==> src/sv/gbn_pkg.sv <==
// Shared types and constants for the go-back-n sender.
// No dependencies.
`timescale 1ns / 1ps
package gbn_pkg;
    localparam int WINDOW_DEPTH_DEF = 8;
    localparam int QUEUE_DEPTH_DEF  = 16;
    localparam int PAYLOAD_MAX_DEF  = 512;
    localparam int SEQ_BITS_DEF     = 32;
    localparam logic [2:0] END_RETRY_LIMIT = 3'd3;

    localparam logic [1:0] CMD_SUBMIT = 2'd0;
    localparam logic [1:0] CMD_PKT    = 2'd1;
    localparam logic [1:0] CMD_TICK   = 2'd2;
    localparam logic [1:0] CMD_NONE   = 2'd3;

    localparam logic [1:0] PKT_DATA  = 2'd0;
    localparam logic [1:0] PKT_ACK   = 2'd1;
    localparam logic [1:0] PKT_END   = 2'd2;
    localparam logic [1:0] PKT_OTHER = 2'd3;

    localparam logic [2:0] KIND_DATA = 3'd0;
    localparam logic [2:0] KIND_END  = 3'd1;
    localparam logic [2:0] KIND_DONE = 3'd2;
    localparam logic [2:0] KIND_FAIL = 3'd3;
    localparam logic [2:0] KIND_OVF  = 3'd4;

    localparam logic [1:0] ST_RUN  = 2'd0;
    localparam logic [1:0] ST_DONE = 2'd1;
    localparam logic [1:0] ST_FAIL = 2'd2;

    localparam logic [0:0] REG_WINDOW  = 1'b0;
    localparam logic [0:0] REG_TIMEOUT = 1'b1;

    typedef enum logic [2:0] {
        S_IDLE, S_FILL_RD, S_FILL, S_END, S_DONE, S_RS_RD, S_RESEND, S_FAIL
    } t_state;

    // Classified command handed from front to back.
    typedef struct packed {
        logic [1:0]  cmd;
        logic        is_ack;
        logic        tick_fire;
        logic [31:0] ack_seq;
        logic [31:0] handle;
        logic [9:0]  len;
    } t_cmd;
endpackage

==> src/sv/gbn_ram.sv <==
// Generic single-write, single-read RAM with registered read.
// No dependencies.
`timescale 1ns / 1ps
module gbn_ram #(
    parameter int WIDTH = 8,
    parameter int DEPTH = 8
) (
    input  logic                     i_clk,
    input  logic                     i_we,
    input  logic [$clog2(DEPTH)-1:0] i_waddr,
    input  logic [WIDTH-1:0]         i_wdata,
    input  logic [$clog2(DEPTH)-1:0] i_raddr,
    output logic [WIDTH-1:0]         o_rdata
);
    logic [WIDTH-1:0] r_mem [DEPTH];
    logic [WIDTH-1:0] r_rdata;

    always_ff @(posedge i_clk) begin
        if (i_we) begin
            r_mem[i_waddr] <= i_wdata;
        end
        r_rdata <= r_mem[i_raddr];
    end
    assign o_rdata = r_rdata;
endmodule

==> src/sv/gbn_front.sv <==
// Front end: accepts commands, runs the tick counter, queues classified beats.
// Depends on gbn_pkg.
`timescale 1ns / 1ps
module gbn_front
    import gbn_pkg::*;
(
    input  logic        i_clk,
    input  logic        i_rst_n,
    input  logic        i_valid,
    output logic        o_ready,
    input  logic [1:0]  i_cmd,
    input  logic [1:0]  i_pkt_type,
    input  logic [31:0] i_ack_seq,
    input  logic [31:0] i_chunk_handle,
    input  logic [9:0]  i_chunk_len,
    input  logic [15:0] i_timeout,
    input  logic        i_finished,
    output logic        o_cmd_valid,
    output t_cmd        o_cmd,
    input  logic        i_cmd_pop
);
    // Two-entry queue between front and back.
    t_cmd        r_q [2];
    logic        r_wp, r_rp;
    logic [1:0]  r_cnt;
    logic [15:0] r_ticks, n_ticks;
    logic [15:0] w_limit;
    logic        w_acc, w_push;
    t_cmd        w_c;

    assign o_ready = (r_cnt != 2'd2);
    assign w_acc   = i_valid && o_ready;
    assign w_limit = (i_timeout == 16'd0) ? 16'd1 : i_timeout;

    always_comb begin
        n_ticks = r_ticks + 16'd1;
        w_c.cmd       = i_cmd;
        w_c.is_ack    = (i_pkt_type == PKT_ACK);
        w_c.tick_fire = (n_ticks >= w_limit);
        w_c.ack_seq   = i_ack_seq;
        w_c.handle    = i_chunk_handle;
        w_c.len       = (i_chunk_len > 10'(PAYLOAD_MAX_DEF)) ? 10'(PAYLOAD_MAX_DEF)
                                                            : i_chunk_len;
    end

    // Finished sessions drop everything; tick counter only moves while running.
    assign w_push = w_acc && !i_finished
                    && (i_cmd == CMD_SUBMIT || i_cmd == CMD_TICK
                        || (i_cmd == CMD_PKT && i_pkt_type == PKT_ACK));

    always_ff @(posedge i_clk) begin
        if (!i_rst_n) begin
            r_wp <= 1'b0;
            r_rp <= 1'b0;
            r_cnt <= 2'd0;
            r_ticks <= 16'd0;
        end else begin
            if (w_push) begin
                r_q[r_wp] <= w_c;
                r_wp <= ~r_wp;
            end
            if (i_cmd_pop) begin
                r_rp <= ~r_rp;
            end
            r_cnt <= r_cnt + {1'b0, w_push} - {1'b0, i_cmd_pop};
            if (w_acc && !i_finished && i_cmd == CMD_TICK) begin
                r_ticks <= w_c.tick_fire ? 16'd0 : n_ticks;
            end
        end
    end

    assign o_cmd_valid = (r_cnt != 2'd0);
    assign o_cmd       = r_q[r_rp];
endmodule

==> src/sv/gbn_back.sv <==
// Back end: window and pending queue bookkeeping, result sequencing.
// Depends on gbn_pkg and gbn_ram.
`timescale 1ns / 1ps
module gbn_back
    import gbn_pkg::*;
#(
    parameter int WINDOW_DEPTH = WINDOW_DEPTH_DEF,
    parameter int QUEUE_DEPTH  = QUEUE_DEPTH_DEF,
    parameter int SEQ_BITS     = SEQ_BITS_DEF
) (
    input  logic        i_clk,
    input  logic        i_rst_n,
    input  logic        i_cmd_valid,
    input  t_cmd        i_cmd,
    output logic        o_cmd_pop,
    input  logic [3:0]  i_window,
    output logic        o_finished,
    output logic        o_valid,
    input  logic        i_ready,
    output logic [2:0]  o_kind,
    output logic [31:0] o_seq,
    output logic [31:0] o_handle,
    output logic [9:0]  o_len,
    output logic        o_last
);
    localparam int WB = (WINDOW_DEPTH > 1) ? $clog2(WINDOW_DEPTH) : 1;
    localparam int QB = (QUEUE_DEPTH > 1) ? $clog2(QUEUE_DEPTH) : 1;
    localparam int EW = 43; // is_end, len, handle

    t_state r_state, n_state;
    logic [SEQ_BITS-1:0] r_base, n_base, r_next, n_next, r_end_seq, n_end_seq;
    logic [WB-1:0] r_whead, n_whead;
    logic [WB:0]   r_wcnt, n_wcnt, r_ri, n_ri, w_ws;
    logic [QB-1:0] r_qhead, n_qhead;
    logic [QB:0]   r_qcnt, n_qcnt;
    logic r_end_pend, n_end_pend;
    logic [2:0] r_retries, n_retries;
    logic [1:0] r_status, n_status;
    t_cmd r_cur;
    logic r_ov, n_ov;
    logic [2:0]  r_kind, n_kind;
    logic [31:0] r_seq, n_seq, r_hdl, n_hdl;
    logic [9:0]  r_len, n_len;
    logic        r_last, n_last;

    logic [EW-1:0] w_wr_data, w_wrd, w_qrd;
    logic w_win_we, w_q_we;
    logic [WB-1:0] w_win_wa, w_win_ra;
    logic [QB-1:0] w_q_wa;
    logic w_emit_ok;
    logic [SEQ_BITS-1:0] w_ack, w_cur_ack;
    logic w_hit, w_fill_ok, w_more_fill, w_done_due;

    function automatic logic [WB-1:0] wadd(input logic [WB-1:0] a, input logic [WB:0] b);
        logic [WB+1:0] s;
        s = {2'b0, a} + {1'b0, b};
        if (s >= (WB+2)'(WINDOW_DEPTH)) s = s - (WB+2)'(WINDOW_DEPTH);
        return s[WB-1:0];
    endfunction
    function automatic logic [QB-1:0] qadd(input logic [QB-1:0] a, input logic [QB:0] b);
        logic [QB+1:0] s;
        s = {2'b0, a} + {1'b0, b};
        if (s >= (QB+2)'(QUEUE_DEPTH)) s = s - (QB+2)'(QUEUE_DEPTH);
        return s[QB-1:0];
    endfunction

    assign w_ws = (i_window == 4'd0) ? (WB+1)'(1)
                : ({28'd0, i_window} > 32'(WINDOW_DEPTH)) ? (WB+1)'(WINDOW_DEPTH)
                : (WB+1)'(i_window);
    assign w_ack      = i_cmd.ack_seq[SEQ_BITS-1:0];
    assign w_cur_ack  = r_cur.ack_seq[SEQ_BITS-1:0];
    assign w_emit_ok  = !r_ov || i_ready;
    assign o_finished = (r_status != ST_RUN);

    assign w_hit       = (r_wcnt != '0) && (w_ack == r_base);
    assign w_fill_ok   = (r_qcnt != '0) && (r_wcnt < w_ws);
    assign w_more_fill = (r_qcnt > (QB+1)'(1)) && ((r_wcnt + (WB+1)'(1)) < w_ws);
    assign w_done_due  = r_end_pend && (w_cur_ack == r_end_seq);

    // Window is read at head + index while resending; queue always reads its head.
    assign w_win_ra = wadd(r_whead, r_ri);

    gbn_ram #(.WIDTH(EW), .DEPTH(WINDOW_DEPTH)) u_win (
        .i_clk(i_clk), .i_we(w_win_we), .i_waddr(w_win_wa), .i_wdata(w_wr_data),
        .i_raddr(w_win_ra), .o_rdata(w_wrd));
    gbn_ram #(.WIDTH(EW), .DEPTH(QUEUE_DEPTH)) u_q (
        .i_clk(i_clk), .i_we(w_q_we), .i_waddr(w_q_wa),
        .i_wdata({1'b0, i_cmd.len, i_cmd.handle}), .i_raddr(r_qhead), .o_rdata(w_qrd));

    // Next-state logic.
    always_comb begin
        n_state = r_state;
        case (r_state)
            S_IDLE: begin
                if (i_cmd_valid && w_emit_ok && r_status == ST_RUN) begin
                    if (i_cmd.cmd == CMD_PKT && i_cmd.is_ack && w_hit) begin
                        n_state = S_FILL_RD;
                    end else if (i_cmd.cmd == CMD_TICK && i_cmd.tick_fire) begin
                        n_state = S_RS_RD;
                    end
                end
            end
            S_FILL_RD: n_state = S_FILL;
            S_FILL: begin
                if (!w_fill_ok) begin
                    n_state = S_END;
                end else if (w_emit_ok) begin
                    n_state = S_FILL_RD;
                end
            end
            S_END: begin
                if (w_emit_ok || r_end_pend || r_wcnt != '0) n_state = S_DONE;
            end
            S_DONE: begin
                if (w_emit_ok || !w_done_due) n_state = S_IDLE;
            end
            S_RS_RD: n_state = (r_ri < r_wcnt) ? S_RESEND : S_FAIL;
            S_RESEND: begin
                if (w_emit_ok) n_state = S_RS_RD;
            end
            S_FAIL: begin
                if (w_emit_ok || !r_end_pend || r_retries < END_RETRY_LIMIT) n_state = S_IDLE;
            end
            default: n_state = S_IDLE;
        endcase
    end

    // Datapath and result register control.
    always_comb begin
        n_base = r_base; n_next = r_next; n_end_seq = r_end_seq;
        n_whead = r_whead; n_wcnt = r_wcnt; n_ri = r_ri;
        n_qhead = r_qhead; n_qcnt = r_qcnt;
        n_end_pend = r_end_pend; n_retries = r_retries; n_status = r_status;
        n_ov = r_ov && !i_ready;
        n_kind = r_kind; n_seq = r_seq; n_hdl = r_hdl; n_len = r_len; n_last = r_last;
        o_cmd_pop = 1'b0;
        w_win_we = 1'b0; w_q_we = 1'b0;
        w_win_wa = wadd(r_whead, r_wcnt);
        w_q_wa = qadd(r_qhead, r_qcnt);
        w_wr_data = {1'b0, i_cmd.len, i_cmd.handle};
        case (r_state)
            S_IDLE: begin
                if (i_cmd_valid && w_emit_ok) begin
                    o_cmd_pop = 1'b1;
                    n_ri = '0;
                    // Drop everything once the session has ended.
                    if (r_status == ST_RUN) begin
                        if (i_cmd.cmd == CMD_SUBMIT) begin
                            if (r_wcnt < w_ws) begin
                                w_win_we = 1'b1;
                                n_wcnt = r_wcnt + (WB+1)'(1);
                                n_next = r_next + SEQ_BITS'(1);
                                n_ov = 1'b1; n_kind = KIND_DATA; n_seq = 32'(r_next);
                                n_hdl = i_cmd.handle; n_len = i_cmd.len; n_last = 1'b1;
                            end else if (r_qcnt < (QB+1)'(QUEUE_DEPTH)) begin
                                w_q_we = 1'b1;
                                n_qcnt = r_qcnt + (QB+1)'(1);
                            end else begin
                                n_ov = 1'b1; n_kind = KIND_OVF; n_seq = '0;
                                n_hdl = i_cmd.handle; n_len = i_cmd.len; n_last = 1'b1;
                            end
                        end else if (i_cmd.cmd == CMD_PKT && i_cmd.is_ack) begin
                            if (w_hit) begin
                                // Slide now; refill reads the queue head next.
                                n_whead = wadd(r_whead, (WB+1)'(1));
                                n_wcnt = r_wcnt - (WB+1)'(1);
                                n_base = r_base + SEQ_BITS'(1);
                            end else if (r_end_pend && w_ack == r_end_seq) begin
                                n_status = ST_DONE;
                                n_ov = 1'b1; n_kind = KIND_DONE; n_seq = '0;
                                n_hdl = '0; n_len = '0; n_last = 1'b1;
                            end
                        end
                    end
                end
            end
            S_FILL: begin
                if (w_fill_ok && w_emit_ok) begin
                    w_win_we = 1'b1;
                    w_wr_data = w_qrd;
                    n_qhead = qadd(r_qhead, (QB+1)'(1));
                    n_qcnt = r_qcnt - (QB+1)'(1);
                    n_wcnt = r_wcnt + (WB+1)'(1);
                    n_next = r_next + SEQ_BITS'(1);
                    n_ov = 1'b1; n_kind = KIND_DATA; n_seq = 32'(r_next);
                    n_hdl = w_qrd[31:0]; n_len = w_qrd[41:32];
                    n_last = !w_more_fill && !w_done_due;
                end
            end
            S_END: begin
                if (!r_end_pend && r_wcnt == '0 && w_emit_ok) begin
                    w_win_we = 1'b1;
                    w_wr_data = {1'b1, 42'd0};
                    n_end_pend = 1'b1;
                    n_end_seq = r_next;
                    n_wcnt = r_wcnt + (WB+1)'(1);
                    n_next = r_next + SEQ_BITS'(1);
                    n_ov = 1'b1; n_kind = KIND_END; n_seq = 32'(r_next);
                    n_hdl = '0; n_len = '0;
                    n_last = (w_cur_ack != r_next);
                end
            end
            S_DONE: begin
                if (w_done_due && w_emit_ok) begin
                    n_status = ST_DONE;
                    n_ov = 1'b1; n_kind = KIND_DONE; n_seq = '0;
                    n_hdl = '0; n_len = '0; n_last = 1'b1;
                end
            end
            S_RESEND: begin
                if (w_emit_ok) begin
                    n_ov = 1'b1;
                    n_kind = w_wrd[42] ? KIND_END : KIND_DATA;
                    n_seq = 32'(r_base + SEQ_BITS'(r_ri));
                    n_hdl = w_wrd[42] ? 32'd0 : w_wrd[31:0];
                    n_len = w_wrd[42] ? 10'd0 : w_wrd[41:32];
                    n_last = ((r_ri + (WB+1)'(1)) == r_wcnt)
                             && !(r_end_pend && r_retries >= END_RETRY_LIMIT);
                    n_ri = r_ri + (WB+1)'(1);
                end
            end
            S_FAIL: begin
                if (r_end_pend) begin
                    if (r_retries < END_RETRY_LIMIT) begin
                        n_retries = r_retries + 3'd1;
                    end else if (w_emit_ok) begin
                        n_status = ST_FAIL;
                        n_ov = 1'b1; n_kind = KIND_FAIL; n_seq = '0;
                        n_hdl = '0; n_len = '0; n_last = 1'b1;
                    end
                end
            end
            default: ;
        endcase
    end

    always_ff @(posedge i_clk) begin
        if (!i_rst_n) begin
            r_state <= S_IDLE;
            r_base <= '0; r_next <= '0; r_end_seq <= '0;
            r_whead <= '0; r_wcnt <= '0; r_qhead <= '0; r_qcnt <= '0;
            r_end_pend <= 1'b0; r_retries <= 3'd0; r_status <= ST_RUN;
            r_ov <= 1'b0; r_ri <= '0;
        end else begin
            r_state <= n_state;
            r_base <= n_base; r_next <= n_next; r_end_seq <= n_end_seq;
            r_whead <= n_whead; r_wcnt <= n_wcnt; r_qhead <= n_qhead; r_qcnt <= n_qcnt;
            r_end_pend <= n_end_pend; r_retries <= n_retries; r_status <= n_status;
            r_ov <= n_ov; r_ri <= n_ri;
        end
    end

    // Result payload and the current command need no reset.
    always_ff @(posedge i_clk) begin
        r_kind <= n_kind;
        r_seq  <= n_seq;
        r_hdl  <= n_hdl;
        r_len  <= n_len;
        r_last <= n_last;
        if (o_cmd_pop) begin
            r_cur <= i_cmd;
        end
    end

    assign o_valid  = r_ov;
    assign o_kind   = r_kind;
    assign o_seq    = r_seq;
    assign o_handle = r_hdl;
    assign o_len    = r_len;
    assign o_last   = r_last;
endmodule

==> src/sv/go_back_n_sender.sv <==
// Go-Back-N sender: a two-deep command queue feeds a window/queue engine.
// Submit: registered as a DATA result when the window has room, else queued, or OVF if full.
// Ack: slide, then FILL_RD and FILL per refill (queue RAM read), then the END and DONE states.
// Timeout: RS_RD and RESEND per resent window entry (window RAM read), then a FAIL retry check.
// A stalled result holds the engine; input is taken while fewer than two commands wait.
// Sync active-low reset clears counters, window, queue and session state; stores need none.
`timescale 1ns / 1ps
module go_back_n_sender
    import gbn_pkg::*;
#(
    parameter int WINDOW_DEPTH = WINDOW_DEPTH_DEF,
    parameter int QUEUE_DEPTH  = QUEUE_DEPTH_DEF,
    parameter int SEQ_BITS     = SEQ_BITS_DEF
) (
    input  logic        i_clk,
    input  logic        i_rst_n,
    input  logic        i_valid,
    output logic        o_ready,
    input  logic [1:0]  i_cmd,
    input  logic [1:0]  i_pkt_type,
    input  logic [31:0] i_ack_seq,
    input  logic [31:0] i_chunk_handle,
    input  logic [9:0]  i_chunk_len,
    output logic        o_valid,
    input  logic        i_ready,
    output logic [2:0]  o_out_kind,
    output logic [31:0] o_out_seq,
    output logic [31:0] o_out_handle,
    output logic [9:0]  o_out_len,
    output logic        o_last,
    input  logic        i_cfg_valid,
    output logic        o_cfg_ready,
    input  logic        i_cfg_index,
    input  logic [15:0] i_cfg_data
);
    logic [3:0]  r_window;
    logic [15:0] r_timeout;
    logic        w_cv, w_pop, w_fin;
    t_cmd        w_c;

    assign o_cfg_ready = 1'b1;
    always_ff @(posedge i_clk) begin
        if (!i_rst_n) begin
            r_window <= 4'd4;
            r_timeout <= 16'd1000;
        end else if (i_cfg_valid) begin
            case (i_cfg_index)
                REG_WINDOW:  r_window <= i_cfg_data[3:0];
                REG_TIMEOUT: r_timeout <= i_cfg_data;
                default: ;
            endcase
        end
    end

    gbn_front u_front (
        .i_clk, .i_rst_n, .i_valid, .o_ready, .i_cmd, .i_pkt_type, .i_ack_seq,
        .i_chunk_handle, .i_chunk_len, .i_timeout(r_timeout), .i_finished(w_fin),
        .o_cmd_valid(w_cv), .o_cmd(w_c), .i_cmd_pop(w_pop));

    gbn_back #(.WINDOW_DEPTH(WINDOW_DEPTH), .QUEUE_DEPTH(QUEUE_DEPTH),
               .SEQ_BITS(SEQ_BITS)) u_back (
        .i_clk, .i_rst_n, .i_cmd_valid(w_cv), .i_cmd(w_c), .o_cmd_pop(w_pop),
        .i_window(r_window), .o_finished(w_fin), .o_valid, .i_ready,
        .o_kind(o_out_kind), .o_seq(o_out_seq), .o_handle(o_out_handle),
        .o_len(o_out_len), .o_last);
endmodule

==> config.mk <==
export PLATFORM = sky130hd
export DESIGN_NAME = go_back_n_sender
export DESIGN_NICKNAME = d
export VERILOG_FILES = /design/src/sv/gbn_pkg.sv /design/src/sv/gbn_ram.sv /design/src/sv/gbn_front.sv /design/src/sv/gbn_back.sv /design/src/sv/go_back_n_sender.sv
export SDC_FILE = /design/constraint.sdc
export NUM_CORES = 2
export LEC_CHECK = 0
export ABC_AREA = 1
export BUFFER_PORTS_ARGS = -buffer_cell sky130_fd_sc_hd__buf_2
export CAP_MARGIN = 20
export CORE_ASPECT_RATIO = 0.8
export CORE_MARGIN = 5
export CORE_UTILIZATION = 47
export CTS_BUF_LIST = sky130_fd_sc_hd__clkbuf_8
export DETAILED_ROUTE_END_ITERATION = 8
export RECOVER_POWER = 25
export SLEW_MARGIN = 0
export SYNTH_ARGS = -nofsm -noshare
export SYNTH_HDL_FRONTEND = slang
export SYNTH_SLANG_ARGS = --single-unit
==> constraint.sdc <==
create_clock -name i_clk -period 13.3 [get_ports i_clk]
set_input_delay 1.33 -clock i_clk [delete_from_list [all_inputs] [get_ports i_clk]]
set_output_delay 1.33 -clock i_clk [all_outputs]
set_load 0.01 [all_outputs]
==> results.md <==
- Commonest non-fill, non-tap cell in the layout: edfxtp_1
- Antenna Nets Post-Route: 0
- Max FO, Critical Path: 78
- Root buffer cell: clkbuf_8
- RSZ-0062 raised after global routing: false
- Number of gates resized after cts: 0
- Fmax: 132 MHz
- Setup_tns: 0 ps
- IO Port Bufs: 179
- # IOs: 181
- Synth top area share: 0.595
- Top area cells in the synthesized netlist: edfxtp_1 (60%), dfxtp_1 (7.8%), nand2_1 (6.8%)
- Crit start category: register
- Worst Clk Skew: 47.9 ps
- Worst slew pin tran: 4220 ps
- Post-synth top area cell: edfxtp_1
- Post-synth top flop: edfxtp_1
- Clock sink count: 1534
- # Post-CTS Setup Buffers: 0
- Crit path kind: reg2reg
- Post-Route WL: 207000 um
- Final Hold Vio Count: 0
- DP Wirelength: 133000 um
- Row count: 121
- Area growth from synthesis to layout: 11.2%
- Hold WS: 458 ps
- Mapped cell area: 0.0647 sq mm
- Seq/Total Area, Yosys: 0.673
- Horiz. Die Dim: 425 um
- Cts hold-fix bufs: 0
- Layout cells sized above 1: 0.0932
- GPL Wtd Cong: 1.00
- Asr flop ratio synth: 0
- Max clock buf depth: 3
- Syn Inst Count: 5881
- DRT Pass-1 Iters: 6
- Tcrit/Tclk final: 0.568
- Register bit total from synthesis: 1534
- Final Instance Area: 0.0719 sq mm
- Nets@finish: 6223
- Die area: 0.145 sq mm
- Initial Util: 0.474
- Setup violators final: 0
- Synth cell types: 58
- MaxCap Viol Count: 16
- Die Y-Extent: 342 um
- Initial DRC count: 5937
- Core area: 0.136 sq mm
- Mapped Nets: 6036
- CP endpoint kind: register
- Req. time, crit path: 13890 ps
- Slew Viols, Final: 461
- H-Tree Level Count: 4
- Vias in the first global route: 43000
- Min cycle time layout: 7550 ps
- LEAKAGE: 0.0259 uW
- Synth warn: 0
- DP Area: 0.0677 sq mm
- PD cells: 187 mW/mm^2
- Wirelength per Cell: 25.5 um
- Largest net degree at the start of global routing: 197
- Post-synth EDFFs: 1282
- Worst IR Drop VDD: 0.120 mV
- HP Class: reg2reg
- Total CTS buffers: 228
- # DRC: 0
- Commonest non-fill, non-tap cells in the layout: edfxtp_1 (1282), nand2_1 (1175), inv_1 (499), nor2_1 (465), o21ai_0 (448)
- CTS tree: done
- Failing checks: capacitance limit, slew limit
- First-pass GRT wire length: 297000 um
- Syn Area/Cell: 11.0 sq um
- Clock slew at reported path FFs: 60 ps
- Vias post-DR: 46700
- Arrival @ worst endpoint: 8140 ps
- Total grt overflow: 0
- Fillers: 12100
- Initial antenna violation count: 7
- Total GRT Usage: 0.278
- Slew Limit Headroom: -1.82
- Worst skew pair latency: 980 ps
- Status: finished with violations
- Vias/cell: 5.75
-- logic make-up after synthesis --
logic type,Yosys count,share of synthesized area
simple gates,2203,0.143
flops,1534,0.673
compound gates,1167,0.105
buf+inv,765,0.0456
xor+xnor,111,0.0150
fa+ha+maj,55,0.0111
mux,45,0.00697
other cells,1,0.0000580
-- flip-flops by register name, indices dropped and copies added (netlist names), 42 cells and up, named ones only --
name	cells
u_back.u_q.r_mem	672
u_back.u_win.r_mem	344
u_front.r_q	156
u_back.u_win.o_rdata	43
u_back.u_q.o_rdata	42
-- synthesized netlist by cell type, types with 51 or more instances --
cell,count
nand2_1,1170
o22ai_1,52
a31oi_1,63
xor2_1,78
edfxtp_1,1282
inv_1,424
dfxtp_1,252
nand3_1,292
a21oi_1,367
nor2_1,496
o21ai_0,448
clkbuf_1,277
ha_1,51
nand4_1,123
o211ai_1,74
-- final timing paths --
path	startpoint	end	slack, ps	depth (start not counted)
max reg2reg	register	u_back.u_win.r_mem[1][36]	5750	15
max	register	u_back.u_win.r_mem[1][36]	5750	15
min	u_back.r_status[1]	u_back.r_status[1]	460	2
min reg2reg	u_back.r_status[1]	u_back.r_status[1]	460	2
-- worst max-delay path, cell delays in order, from the launching register on --
cell and delay [ps]:
dfxtp_1 390, clkbuf_1 2760, mux2i_1 420, inv_2 120, nor2_4 100, buf_4 550, nand2_1 180, nand2_1 90
inv_1 60, nor2_1 90, nand2_1 110, buf_4 260, inv_2 440, nand2_1 360, nor2_4 670, buf_4 460
-- where the power goes --
| part | total [uW] | switching, uW | internal [uW] |
|---|---|---|---|
| logic | 3310 | 2520 | 784 |
| registers | 6530 | 341 | 6190 |
| clock network | 3650 | 1860 | 1790 |
-- metrics by stage --
stage	total power [uW]	std cells	util	setup WS (ps)
after floorplan	8320	5881	-	3120
after global placement	9810	7675	0.496	7910
after detailed placement	9860	7678	0.496	7880
after CTS	13500	8114	0.528	7940
after global routing	14100	8123	0.527	5250
final	13500	8124	0.527	5750
-- cell type report --
| class | count | area [sq um] | share of cell area |
|---|---|---|---|
| Inverter | 436 | 1650 | 0.0229 |
| Clock inverter | 186 | 900 | 0.0125 |
| Antenna cell | 5 | 12.5 | 0.000174 |
| Multi-Input combinational cell | 3582 | 18400 | 0.256 |
| Clock buffer | 250 | 3440 | 0.0478 |
| Tap cell | 1845 | 2310 | 0.0321 |
| Sequential cell | 1534 | 43600 | 0.605 |
| Timing Repair Buffer | 286 | 1630 | 0.0227 |
-- layer usage --
metal | share of wire | global-route usage | vias up
met5 | 0.00047 | 0.00500 | -
met2 | 0.41 | 0.385 | 2292
met4 | 0.023 | 0.0687 | 2
met3 | 0.11 | 0.0704 | 275
met1 | 0.46 | 0.435 | 22900
li1 | - | - | 21300
Power figures use the tool's default switching activity.
